File: src/hdl/lsrs_pkg.sv
// ----------------------------------------------------------------------------
// lsrs_pkg
// Shared types, codes and helpers for the link session reconnect supervisor.
// ----------------------------------------------------------------------------
package lsrs_pkg;

	localparam int APB_AW    = 5;
	localparam int APB_DW    = 32;
	localparam int STEP_W    = 24;
	localparam int TIME_W    = 32;
	localparam int IDX_W     = 3;
	localparam int STATUS_W  = 3;
	localparam int LADDER_N  = 5;

	// status codes
	localparam logic [STATUS_W-1:0] ST_LINK_DOWN       = 3'd0;
	localparam logic [STATUS_W-1:0] ST_LINK_CONNECTING = 3'd1;
	localparam logic [STATUS_W-1:0] ST_LINK_UP         = 3'd2;
	localparam logic [STATUS_W-1:0] ST_SESSION_UP      = 3'd4;

	// register indexes (byte address bits [4:2])
	localparam logic [2:0] REG_STEP0         = 3'd0;
	localparam logic [2:0] REG_STEP1         = 3'd1;
	localparam logic [2:0] REG_STEP2         = 3'd2;
	localparam logic [2:0] REG_STEP3         = 3'd3;
	localparam logic [2:0] REG_STEP4         = 3'd4;
	localparam logic [2:0] REG_ASSOC_TIMEOUT = 3'd5;

	localparam logic [IDX_W-1:0] LADDER_LAST = 3'd4;

	localparam logic [STEP_W-1:0] STEP0_RST         = 24'd1000;
	localparam logic [STEP_W-1:0] STEP1_RST         = 24'd2000;
	localparam logic [STEP_W-1:0] STEP2_RST         = 24'd5000;
	localparam logic [STEP_W-1:0] STEP3_RST         = 24'd10000;
	localparam logic [STEP_W-1:0] STEP4_RST         = 24'd30000;
	localparam logic [STEP_W-1:0] ASSOC_TIMEOUT_RST = 24'd15000;

	typedef struct packed {
		logic [LADDER_N-1:0][STEP_W-1:0] step;
		logic [STEP_W-1:0]               assoc_timeout;
	} lsrs_cfg_t;

	typedef struct packed {
		logic [STATUS_W-1:0] status;
		logic [TIME_W-1:0]   retry_deadline;
		logic [TIME_W-1:0]   assoc_start;
		logic [IDX_W-1:0]    link_idx;
		logic [IDX_W-1:0]    sess_idx;
		logic                services_started;
	} lsrs_state_t;

	typedef struct packed {
		logic begin_association;
		logic drop_association;
		logic close_socket;
		logic attempt_session;
		logic session_established;
		logic start_services;
	} lsrs_pulse_t;

	localparam lsrs_state_t STATE_RST = '{
		status:           ST_LINK_DOWN,
		retry_deadline:   '0,
		assoc_start:      '0,
		link_idx:         '0,
		sess_idx:         '0,
		services_started: 1'b0
	};

	// delay at a ladder index; anything past the last step reads the last step
	function automatic logic [STEP_W-1:0] ladder_pick(lsrs_cfg_t c, logic [IDX_W-1:0] i);
		logic [STEP_W-1:0] d;
		case (i)
			3'd0:    d = c.step[0];
			3'd1:    d = c.step[1];
			3'd2:    d = c.step[2];
			3'd3:    d = c.step[3];
			default: d = c.step[4];
		endcase
		return d;
	endfunction

	// raise an index by one, saturating at the last step
	function automatic logic [IDX_W-1:0] ladder_next(logic [IDX_W-1:0] i);
		logic [IDX_W-1:0] n;
		if (i >= LADDER_LAST) begin
			n = LADDER_LAST;
		end else begin
			n = i + 3'd1;
		end
		return n;
	endfunction

endpackage

File: src/hdl/lsrs_ifs.sv
// ----------------------------------------------------------------------------
// lsrs_ifs
// Valid/ready channels for tick requests and status results.
// ----------------------------------------------------------------------------
interface lsrs_tick_if;
	logic        valid;
	logic        ready;
	logic [31:0] now_ms;
	logic        associated;
	logic        session_alive;
	logic        connect_ok;

	modport source (output valid, now_ms, associated, session_alive, connect_ok,
		input ready);
	modport sink (input valid, now_ms, associated, session_alive, connect_ok,
		output ready);
endinterface

interface lsrs_result_if;
	logic       valid;
	logic       ready;
	logic [2:0] status;
	logic       begin_association;
	logic       drop_association;
	logic       close_socket;
	logic       attempt_session;
	logic       session_established;
	logic       start_services;

	modport source (output valid, status, begin_association, drop_association,
		close_socket, attempt_session, session_established, start_services,
		input ready);
	modport sink (input valid, status, begin_association, drop_association,
		close_socket, attempt_session, session_established, start_services,
		output ready);
endinterface

File: src/hdl/lsrs_cfg.sv
// ----------------------------------------------------------------------------
// lsrs_cfg
// APB register file: five backoff ladder steps and the association timeout.
// ----------------------------------------------------------------------------
module lsrs_cfg (
	input  logic                        clk,
	input  logic                        arst_n,
	input  logic                        psel,
	input  logic                        penable,
	input  logic                        pwrite,
	input  logic [lsrs_pkg::APB_AW-1:0] paddr,
	input  logic [lsrs_pkg::APB_DW-1:0] pwdata,
	output logic [lsrs_pkg::APB_DW-1:0] prdata,
	output lsrs_pkg::lsrs_cfg_t         cfg
);
	import lsrs_pkg::*;

	lsrs_cfg_t  cfg_q;
	logic       wr_en;
	logic [2:0] reg_idx;

	assign wr_en   = psel && penable && pwrite;
	assign reg_idx = paddr[4:2];

	always_ff @(posedge clk or negedge arst_n) begin
		if (!arst_n) begin
			cfg_q.step[0]       <= STEP0_RST;
			cfg_q.step[1]       <= STEP1_RST;
			cfg_q.step[2]       <= STEP2_RST;
			cfg_q.step[3]       <= STEP3_RST;
			cfg_q.step[4]       <= STEP4_RST;
			cfg_q.assoc_timeout <= ASSOC_TIMEOUT_RST;
		end else if (wr_en) begin
			unique case (reg_idx)
				REG_STEP0:         cfg_q.step[0]       <= pwdata[STEP_W-1:0];
				REG_STEP1:         cfg_q.step[1]       <= pwdata[STEP_W-1:0];
				REG_STEP2:         cfg_q.step[2]       <= pwdata[STEP_W-1:0];
				REG_STEP3:         cfg_q.step[3]       <= pwdata[STEP_W-1:0];
				REG_STEP4:         cfg_q.step[4]       <= pwdata[STEP_W-1:0];
				REG_ASSOC_TIMEOUT: cfg_q.assoc_timeout <= pwdata[STEP_W-1:0];
				default: ;
			endcase
		end
	end

	always_comb begin
		unique case (reg_idx)
			REG_STEP0:         prdata = {8'd0, cfg_q.step[0]};
			REG_STEP1:         prdata = {8'd0, cfg_q.step[1]};
			REG_STEP2:         prdata = {8'd0, cfg_q.step[2]};
			REG_STEP3:         prdata = {8'd0, cfg_q.step[3]};
			REG_STEP4:         prdata = {8'd0, cfg_q.step[4]};
			REG_ASSOC_TIMEOUT: prdata = {8'd0, cfg_q.assoc_timeout};
			default:           prdata = '0;
		endcase
	end

	assign cfg = cfg_q;

endmodule

File: src/hdl/lsrs_step.sv
// ----------------------------------------------------------------------------
// lsrs_step
// Next-state and pulse logic for one tick of the reconnect supervisor.
// ----------------------------------------------------------------------------
module lsrs_step (
	input  lsrs_pkg::lsrs_cfg_t   cfg,
	input  lsrs_pkg::lsrs_state_t cur,
	input  logic [31:0]           now_ms,
	input  logic                  associated,
	input  logic                  session_alive,
	input  logic                  connect_ok,
	output lsrs_pkg::lsrs_state_t nxt,
	output lsrs_pkg::lsrs_pulse_t pulse
);
	import lsrs_pkg::*;

	logic                lost;
	logic [STATUS_W-1:0] st_a;
	logic [TIME_W-1:0]   dl_a;
	logic [IDX_W-1:0]    lidx_a;
	logic [TIME_W-1:0]   since_dl;
	logic                due;
	logic [TIME_W-1:0]   elapsed;
	logic                timed_out;
	logic [IDX_W-1:0]    ladder_idx;
	logic [STEP_W-1:0]   delay;
	logic [TIME_W-1:0]   fail_deadline;

	// link loss drops to link down first, with the deadline set to now
	assign lost   = !associated && cur.status != ST_LINK_DOWN
		&& cur.status != ST_LINK_CONNECTING;
	assign st_a   = lost ? ST_LINK_DOWN : cur.status;
	assign dl_a   = lost ? now_ms : cur.retry_deadline;
	assign lidx_a = lost ? '0 : cur.link_idx;

	assign since_dl  = now_ms - dl_a;
	assign due       = !since_dl[TIME_W-1];
	assign elapsed   = now_ms - cur.assoc_start;
	assign timed_out = elapsed >= {8'd0, cfg.assoc_timeout};

	// one ladder lookup: link ladder while connecting, session ladder otherwise
	assign ladder_idx    = (st_a == ST_LINK_CONNECTING) ? lidx_a : cur.sess_idx;
	assign delay         = ladder_pick(cfg, ladder_idx);
	assign fail_deadline = now_ms + {8'd0, delay};

	always_comb begin
		nxt                = cur;
		nxt.status         = st_a;
		nxt.retry_deadline = dl_a;
		nxt.link_idx       = lidx_a;
		pulse              = '0;
		pulse.close_socket = lost;
		case (st_a)
			ST_LINK_DOWN: begin
				if (due) begin
					pulse.begin_association = 1'b1;
					nxt.assoc_start         = now_ms;
					nxt.status              = ST_LINK_CONNECTING;
				end
			end
			ST_LINK_CONNECTING: begin
				if (associated) begin
					nxt.link_idx         = '0;
					nxt.status           = ST_LINK_UP;
					nxt.services_started = 1'b1;
					pulse.start_services = !cur.services_started;
					nxt.sess_idx         = '0;
					nxt.retry_deadline   = now_ms;
				end else if (timed_out) begin
					pulse.drop_association = 1'b1;
					nxt.link_idx           = ladder_next(ladder_idx);
					nxt.retry_deadline     = fail_deadline;
					nxt.status             = ST_LINK_DOWN;
				end
			end
			ST_LINK_UP: begin
				if (due) begin
					pulse.attempt_session = 1'b1;
					if (connect_ok) begin
						nxt.sess_idx              = '0;
						nxt.status                = ST_SESSION_UP;
						pulse.session_established = 1'b1;
					end else begin
						nxt.sess_idx       = ladder_next(ladder_idx);
						nxt.retry_deadline = fail_deadline;
					end
				end
			end
			ST_SESSION_UP: begin
				if (!session_alive) begin
					nxt.sess_idx       = ladder_next(ladder_idx);
					nxt.retry_deadline = fail_deadline;
					nxt.status         = ST_LINK_UP;
				end
			end
			default: ;
		endcase
	end

endmodule

File: src/hdl/link_session_reconnect_supervisor.sv
// ----------------------------------------------------------------------------
// link_session_reconnect_supervisor
// Link and session reconnect supervisor with a five-step backoff ladder.
// ----------------------------------------------------------------------------
//
//  channel   dir  handshake          carries
//  --------  ---  -----------------  ------------------------------------------
//  tick      in   valid/ready        now_ms, associated, session_alive,
//                                    connect_ok
//  result    out  valid/ready        status and six one-tick command pulses
//  apb       in   psel/penable       ladder steps 0..4 (0x00..0x10),
//                                    assoc_timeout (0x14)
//
//  One tick request enters per cycle unless a stalled result keeps the
//  input register full. It is captured in the input register, stepped
//  against the supervisor state by lsrs_step, and its result lands in the
//  output register, whose valid drives result valid.
//  The state feedback loop (status, deadline, ladder indexes) closes through
//  lsrs_step into the state register and never holds a tick back.
//  arst_n clears both stage valids and returns the state and the config
//  registers to their reset values; no sweep is needed.
//  A stalled result holds the output register; the input register still
//  drains into it the cycle the result is taken, so no bubble is added.
//
module link_session_reconnect_supervisor (
	input  logic                        clk,
	input  logic                        arst_n,
	lsrs_tick_if.sink                   tick,
	lsrs_result_if.source               result,
	input  logic                        psel,
	input  logic                        penable,
	input  logic                        pwrite,
	input  logic [lsrs_pkg::APB_AW-1:0] paddr,
	input  logic [lsrs_pkg::APB_DW-1:0] pwdata,
	output logic [lsrs_pkg::APB_DW-1:0] prdata,
	output logic                        pready
);
	import lsrs_pkg::*;

	lsrs_cfg_t   cfg;

	// input register
	logic        v_s1;
	logic [31:0] now_ms_s1;
	logic        associated_s1;
	logic        session_alive_s1;
	logic        connect_ok_s1;

	// supervisor state
	lsrs_state_t state_q;
	lsrs_state_t state_nxt;
	lsrs_pulse_t pulse_nxt;

	// output register
	logic                v_s2;
	logic [STATUS_W-1:0] status_s2;
	lsrs_pulse_t         pulse_s2;

	logic take;
	logic adv;

	assign pready = 1'b1;

	lsrs_cfg u_cfg (
		.clk     (clk),
		.arst_n  (arst_n),
		.psel    (psel),
		.penable (penable),
		.pwrite  (pwrite),
		.paddr   (paddr),
		.pwdata  (pwdata),
		.prdata  (prdata),
		.cfg     (cfg)
	);

	lsrs_step u_step (
		.cfg           (cfg),
		.cur           (state_q),
		.now_ms        (now_ms_s1),
		.associated    (associated_s1),
		.session_alive (session_alive_s1),
		.connect_ok    (connect_ok_s1),
		.nxt           (state_nxt),
		.pulse         (pulse_nxt)
	);

	// advance the captured tick whenever the output register is free or
	// being emptied this cycle; accept a new tick whenever the input
	// register is free or advancing
	assign adv        = v_s1 && (!v_s2 || result.ready);
	assign tick.ready = !v_s1 || adv;
	assign take       = tick.valid && tick.ready;

	always_ff @(posedge clk or negedge arst_n) begin
		if (!arst_n) begin
			v_s1    <= 1'b0;
			v_s2    <= 1'b0;
			state_q <= STATE_RST;
		end else begin
			if (take) begin
				v_s1 <= 1'b1;
			end else if (adv) begin
				v_s1 <= 1'b0;
			end
			if (adv) begin
				v_s2    <= 1'b1;
				state_q <= state_nxt;
			end else if (result.ready) begin
				v_s2 <= 1'b0;
			end
		end
	end

	// payload: hold unless loaded
	always_ff @(posedge clk) begin
		if (take) begin
			now_ms_s1        <= tick.now_ms;
			associated_s1    <= tick.associated;
			session_alive_s1 <= tick.session_alive;
			connect_ok_s1    <= tick.connect_ok;
		end
		if (adv) begin
			status_s2 <= state_nxt.status;
			pulse_s2  <= pulse_nxt;
		end
	end

	assign result.valid               = v_s2;
	assign result.status              = status_s2;
	assign result.begin_association   = pulse_s2.begin_association;
	assign result.drop_association    = pulse_s2.drop_association;
	assign result.close_socket        = pulse_s2.close_socket;
	assign result.attempt_session     = pulse_s2.attempt_session;
	assign result.session_established = pulse_s2.session_established;
	assign result.start_services      = pulse_s2.start_services;

	// a link loss always restarts association in the same tick
	a_close_restarts: assert property (@(posedge clk) disable iff (!arst_n)
		v_s2 && pulse_s2.close_socket |->
			pulse_s2.begin_association && status_s2 == ST_LINK_CONNECTING)
		else $error("close_socket without a new association");

	// an established session comes from an attempt and lands in session up
	a_est_attempt: assert property (@(posedge clk) disable iff (!arst_n)
		v_s2 && pulse_s2.session_established |->
			pulse_s2.attempt_session && status_s2 == ST_SESSION_UP)
		else $error("session_established without attempt or session up");

	a_begin_drop: assert property (@(posedge clk) disable iff (!arst_n)
		v_s2 |-> !(pulse_s2.begin_association && pulse_s2.drop_association))
		else $error("begin and drop association in one tick");

	// services start only on a link-up, and the flag is set from then on
	a_services: assert property (@(posedge clk) disable iff (!arst_n)
		adv && pulse_nxt.start_services |=>
			state_q.services_started && status_s2 == ST_LINK_UP)
		else $error("start_services without link up");

	// the result register shows the status the state just took
	a_status_match: assert property (@(posedge clk) disable iff (!arst_n)
		adv |=> status_s2 == state_q.status)
		else $error("result status differs from stored status");

endmodule

File: src/flat_wrapper.sv
// flat-port wrapper written by rule: the top's interface ports become plain ports
module link_session_reconnect_supervisor_flat import lsrs_pkg::*;
  (clk, arst_n, psel, penable, pwrite, paddr, pwdata, prdata, pready, tick_valid, tick_now_ms, tick_associated, tick_session_alive, tick_connect_ok, tick_ready, result_valid, result_status, result_begin_association, result_drop_association, result_close_socket, result_attempt_session, result_session_established, result_start_services, result_ready);
  lsrs_tick_if tick_i ();
  lsrs_result_if result_i ();
  input  logic clk;
  input  logic arst_n;
  input  logic psel;
  input  logic penable;
  input  logic pwrite;
  input  logic [lsrs_pkg::APB_AW-1:0] paddr;
  input  logic [lsrs_pkg::APB_DW-1:0] pwdata;
  output logic [lsrs_pkg::APB_DW-1:0] prdata;
  output logic pready;
  input wire logic [$bits(tick_i.valid)-1:0] tick_valid;
  input wire logic [$bits(tick_i.now_ms)-1:0] tick_now_ms;
  input wire logic [$bits(tick_i.associated)-1:0] tick_associated;
  input wire logic [$bits(tick_i.session_alive)-1:0] tick_session_alive;
  input wire logic [$bits(tick_i.connect_ok)-1:0] tick_connect_ok;
  output wire logic [$bits(tick_i.ready)-1:0] tick_ready;
  output wire logic [$bits(result_i.valid)-1:0] result_valid;
  output wire logic [$bits(result_i.status)-1:0] result_status;
  output wire logic [$bits(result_i.begin_association)-1:0] result_begin_association;
  output wire logic [$bits(result_i.drop_association)-1:0] result_drop_association;
  output wire logic [$bits(result_i.close_socket)-1:0] result_close_socket;
  output wire logic [$bits(result_i.attempt_session)-1:0] result_attempt_session;
  output wire logic [$bits(result_i.session_established)-1:0] result_session_established;
  output wire logic [$bits(result_i.start_services)-1:0] result_start_services;
  input wire logic [$bits(result_i.ready)-1:0] result_ready;
  assign tick_i.valid = tick_valid;
  assign tick_i.now_ms = tick_now_ms;
  assign tick_i.associated = tick_associated;
  assign tick_i.session_alive = tick_session_alive;
  assign tick_i.connect_ok = tick_connect_ok;
  assign tick_ready = tick_i.ready;
  assign result_valid = result_i.valid;
  assign result_status = result_i.status;
  assign result_begin_association = result_i.begin_association;
  assign result_drop_association = result_i.drop_association;
  assign result_close_socket = result_i.close_socket;
  assign result_attempt_session = result_i.attempt_session;
  assign result_session_established = result_i.session_established;
  assign result_start_services = result_i.start_services;
  assign result_i.ready = result_ready;
  link_session_reconnect_supervisor u_core (.clk(clk), .arst_n(arst_n), .tick(tick_i), .result(result_i), .psel(psel), .penable(penable), .pwrite(pwrite), .paddr(paddr), .pwdata(pwdata), .prdata(prdata), .pready(pready));
endmodule
File: config.mk
export PLATFORM = sky130hd
export DESIGN_NAME = link_session_reconnect_supervisor_flat
export DESIGN_NICKNAME = d
export VERILOG_FILES = /design/src/hdl/lsrs_pkg.sv /design/src/hdl/lsrs_ifs.sv /design/src/hdl/lsrs_cfg.sv /design/src/hdl/lsrs_step.sv /design/src/hdl/link_session_reconnect_supervisor.sv /design/src/flat_wrapper.sv
export SDC_FILE = /design/constraint.sdc
export NUM_CORES = 1
export LEC_CHECK = 0
export ABC_AREA = 0
export ABC_CLOCK_PERIOD_IN_PS = 5920
export BUFFER_PORTS_ARGS = -buffer_cell sky130_fd_sc_hd__buf_2
export CORE_MARGIN = 2
export CORE_UTILIZATION = 52
export DETAILED_ROUTE_END_ITERATION = 10
export PLACE_DENSITY = 0.85
export SYNTH_ARGS = -nofsm -noshare
export SYNTH_HDL_FRONTEND = slang
export SYNTH_SLANG_ARGS = --single-unit
File: constraint.sdc
create_clock -name clk -period 5.92 [get_ports clk]
set_input_delay 0.592 -clock clk [delete_from_list [all_inputs] [get_ports clk]]
set_output_delay 0.592 -clock clk [all_outputs]
set_load 0.005 [all_outputs]
==> qor.txt <==
Post-Synthesis Cells - 1793
post-route setup slack - 0.261 ns
Routed WL - 52900 µm
DR iter-0 viols - 1727
Slowest cell on crit path - edfxtp_1
Final ANT Viol Nets - 0
worst hold path class - input port to async pin
ratio of cells with drive above 1 in the final layout - 24.0%
Synth Area in Compound Gates - 20.4%
Max Fanout on Critical Path - 7
Mean Syn Cell Area - 9.89 µm²
leakage power - 8.65 nW
die extent in x - 189 µm
clock skew - 0.0114 ns
sequential cell area fraction in the yosys report - 38.8%
die area - 35600 µm²
Setup crit start kind - flip-flop
adder-cell share of the synthesized area - 8.48%
worst slew pin tran - 1.23 ns
synth unique cells - 103
worst path required time - 6.37 ns
Sink Count - 264
Max Fclk - 177 MHz
first-pass detailed-route iteration total - 7
Period minus WS final - 5.66 ns
initial antenna violation count - 4
max_cap viols - 0
DRC Markers - 0
vias in the first global route - 15500
io pins - 123
R2R setup slack - 0.26 ns
outcome - finished, final reports clean
Main synth FF type - dfrtp_1
Net Sw Power - 4.53 mW
clock power share - 18.1%
Core Util, Final - 59.3%
worst flop-to-flop path startpoint - u_core.now_ms_s1[8]$_DFFE_PP_
switching share of total power - 43.9%
Worst path max stage delay - 0.53 ns
Post-Synth Simple-Gate Area - 12.4%
first-pass GRT wire length - 83400 µm
Syn-to-layout area delta - 12.2%
Slew headroom - 17.6%
XOR/XNOR Fraction of Synth Area - 2.62%
most numerous cell on the critical path - a31oi_1
CTS H-Tree Depth - 1
Worst-path clk slew - 0.06 ns
Vias - 15500
Async SR Flop Fraction - 83.3%
Int Pwr - 5.79 mW
Gate power share - 55.8%
vias per inst - 6.53
Worst path top cell family by delay - compound AO/OA/AOI/OAI gates
Critical Path Sink Type - flip-flop
Floorplan Core Area - 33500 µm²
Final Cycle Share - 95.6%
setup violation total in the final timing report - 0
main combinational cell family by area after synthesis - compound AO/OA/AOI/OAI gates
Post-Layout Cell Count - 2372
Hold Fails Final Rpt - 0
worst slack at placement - 0.245 ns
Die Height - 189 µm
Final Wtd Congestion - 0.986
CTS Buf Count - 29
CP Buf/Inv Count - 2
CP Cell Sequence - ha_1 -> a21oi_1 -> o21ai_0 -> a2bb2oi_1 -> nand2_1 -> a31oi_1 -> o21bai_1 -> a21o_1 -> a31oi_1 -> xnor2_1 -> ha_1 -> nand4_1 -> nor3_1 -> o311ai_1 -> nand3_1 -> nor4_4 -> and3_4 -> buf_12 -> a21oi_4 -> buf_4 -> a31oi_1 -> a221oi_1
post-placement cell count - 2311
Longest Clk Path Bufs - 3
remaining global-route overflow - 0
EDFF count, synth - 44
peak supply drop - 317 µV
effective utilization at floorplan - 52.9%
worst skew pair latency - 0.57 ns
CTS root buf - clkbuf_16
num rows - 67
Hold Slack - 0.152 ns
largest net degree at the start of global routing - 129
drt wl/cell - 22.3 µm
Worst Reg2Reg Path Length in Cells - 22
synthesized area - 17700 µm²
Pwr Density - 519 nW/µm²
CP arrival - 6.11 ns
TritonCTS clock tree - built
mux contribution to synthesized area - 12.3%
post-DP HPWL - 36700 µm
Syn. warnings - 0
Post-layout nets - 2096
GR Util All Layers - 29.3%
PortBufs - 103
#FFs+latches synth - 264
Flop pwr share - 26.1%
CTS Hold Bufs - 0
Final Max Slew Viols - 0
crit path kind - flip-flop to flip-flop
r2r endpoint - u_core.state_q[55]$_DFFE_PN0P_
-- metal layers --
layer  routed length [µm]  part of all wire (%)  global-route usage [%]  vias up
met1                21100                    40                    38.2     7547
met2                24700                    47                    47.5      876
met5                   13                 0.025                       0        -
met4                 2610                   4.9                    14.7        2
met3                 4510                   8.5                    4.66      181
li1                     -                     -                       -     6877
-- cell usage in the layout, fill, tap and decap left out, drive strengths merged, types with 30 or more instances in the layout --
cell	synthesis	layout
buf	26	165
ha	117	117
nand3	50	50
nor2	81	81
mux2	141	141
a21oi	133	133
edfxtp	44	44
dfrtp	184	184
xnor2	31	31
mux2i	30	30
a22oi	73	73
clkbuf	72	38
inv	93	94
nand2	167	167
dfstp	36	36
a21o	37	37
o21ai	114	114
-- cell families (layout without fill, tap and decap cells) --
group | after synthesis | after routing
flops | 264 | 264
buf+inv | 191 | 312
mux | 184 | 184
simple gates | 439 | 439
xor+xnor | 53 | 53
compound gates | 541 | 541
other cells | 2 | 12
fa+ha+maj | 119 | 119
-- worst register-to-register path, cell delays in order, from the launching register on --
cell       delay, ns
edfxtp_1        0.53
ha_1            0.42
a21oi_1         0.28
o21ai_0         0.27
a2bb2oi_1       0.45
nand2_1         0.20
a31oi_1         0.29
o21bai_1        0.10
a21o_1          0.20
a31oi_1         0.20
xnor2_1         0.11
ha_1            0.34
nand4_1         0.16
nor3_1          0.34
o311ai_1        0.24
nand3_1         0.22
nor4_4          0.09
and3_4          0.21
buf_12          0.13
a21oi_4         0.18
buf_4           0.19
a31oi_1         0.11
a221oi_1        0.30
-- state kept, by name (all words and copies together), names as in the netlist, 3 cells and up --
register / cells
u_core.state_q: 74
u_core.u_cfg.cfg: 144
u_core.now_ms_s1: 32
u_core.result.status: 3
-- how the worst max path moves through the flow --
stage               cells past startpoint                            from  slack (ns)                        endpoint
floorplan                              17  u_core.state_q[72]$_DFFE_PN0P_        0.44  u_core.state_q[70]$_DFFE_PN0P_
global placement                       27   u_core.now_ms_s1[0]$_DFFE_PP_        0.41  u_core.state_q[65]$_DFFE_PN0P_
detailed placement                     27   u_core.now_ms_s1[0]$_DFFE_PP_        0.24  u_core.state_q[61]$_DFFE_PN0P_
CTS                                    27   u_core.now_ms_s1[0]$_DFFE_PP_        0.17  u_core.state_q[58]$_DFFE_PN0P_
global route                           27   u_core.now_ms_s1[0]$_DFFE_PP_        -0.1  u_core.state_q[58]$_DFFE_PN0P_
finish                                 22   u_core.now_ms_s1[8]$_DFFE_PP_        0.26  u_core.state_q[55]$_DFFE_PN0P_
-- power groups by stage --
stage                     clock network, mW  logic, mW  registers (mW)
after CTS                              1.88       5.59            2.68
final                                  1.87       5.76            2.70
after global routing                   1.96       6.26            2.74
after floorplan                           0       4.13            2.60
after global placement                    0       5.33            2.67
after detailed placement                  0       5.52            2.70
-- cell type report --
cell class | instances | area, µm²
diodes | 3 | 7.51
clock buffers | 38 | 800
clock inverters | 16 | 176
fillers | 2776 | 13600
inverters | 93 | 349
multi-input cells | 1345 | 10100
flip-flops and latches | 264 | 6870
well taps | 448 | 561
repair buffers | 165 | 1020
-- what timing repair did --
| action | in CTS | in global routing |
|---|---|---|
| resized for setup | 0 | 7 |
| buffers inserted | 0 | 4 |
| setup endpoints to repair | 0 | 36 |
-- cells in the mapped netlist, types with 6 or more instances --
| master | count | share of area [%] |
|---|---|---|
| nand2_1 | 165 | 3.5 |
| a211oi_1 | 15 | 0.64 |
| o21bai_1 | 11 | 0.47 |
| nand4_1 | 17 | 0.60 |
| buf_6 | 7 | 0.44 |
| o31ai_1 | 15 | 0.64 |
| o21ai_1 | 8 | 0.23 |
| a31o_2 | 6 | 0.30 |
| dfstp_2 | 36 | 5.3 |
| edfxtp_1 | 44 | 7.5 |
| and2_1 | 12 | 0.42 |
| mux4_2 | 13 | 1.7 |
| a211o_1 | 6 | 0.30 |
| clkbuf_8 | 7 | 0.54 |
| mux2i_1 | 30 | 1.7 |
| dfrtp_1 | 184 | 26 |
| and3_1 | 7 | 0.25 |
| a21oi_1 | 129 | 3.6 |
| nor4_1 | 12 | 0.42 |
| nor2_1 | 81 | 1.7 |
| buf_2 | 6 | 0.17 |
| nand3_1 | 49 | 1.4 |
| xor2_1 | 22 | 1.1 |
| a31oi_1 | 21 | 0.74 |
| or2_0 | 6 | 0.21 |
| o21ai_0 | 105 | 3.0 |
| a22oi_1 | 73 | 3.1 |
| buf_4 | 10 | 0.42 |
| inv_1 | 92 | 1.9 |
| nand2b_1 | 15 | 0.53 |
| o211ai_1 | 8 | 0.34 |
| a221oi_1 | 19 | 0.94 |
| xnor2_1 | 31 | 1.5 |
| o21a_1 | 17 | 0.72 |
| a21o_1 | 37 | 1.6 |
| mux2_2 | 140 | 8.9 |
| nor3_1 | 25 | 0.71 |
| ha_1 | 117 | 8.3 |
| o221ai_1 | 12 | 0.59 |
| clkbuf_1 | 63 | 1.3 |
-- stage by stage --
| stage | setup TNS [ns] | power [mW] | area, µm² |
|---|---|---|---|
| finish | 0 | 10.3 | 19900 |
| global route | -1.39 | 11.0 | 19900 |
| CTS | 0 | 10.2 | 19800 |
| detailed placement | 0 | 8.23 | 18800 |
| global placement | 0 | 8.00 | 18800 |
| floorplan | 0 | 6.73 | 17800 |
No activity file was read; power rests on OpenSTA's default activity.
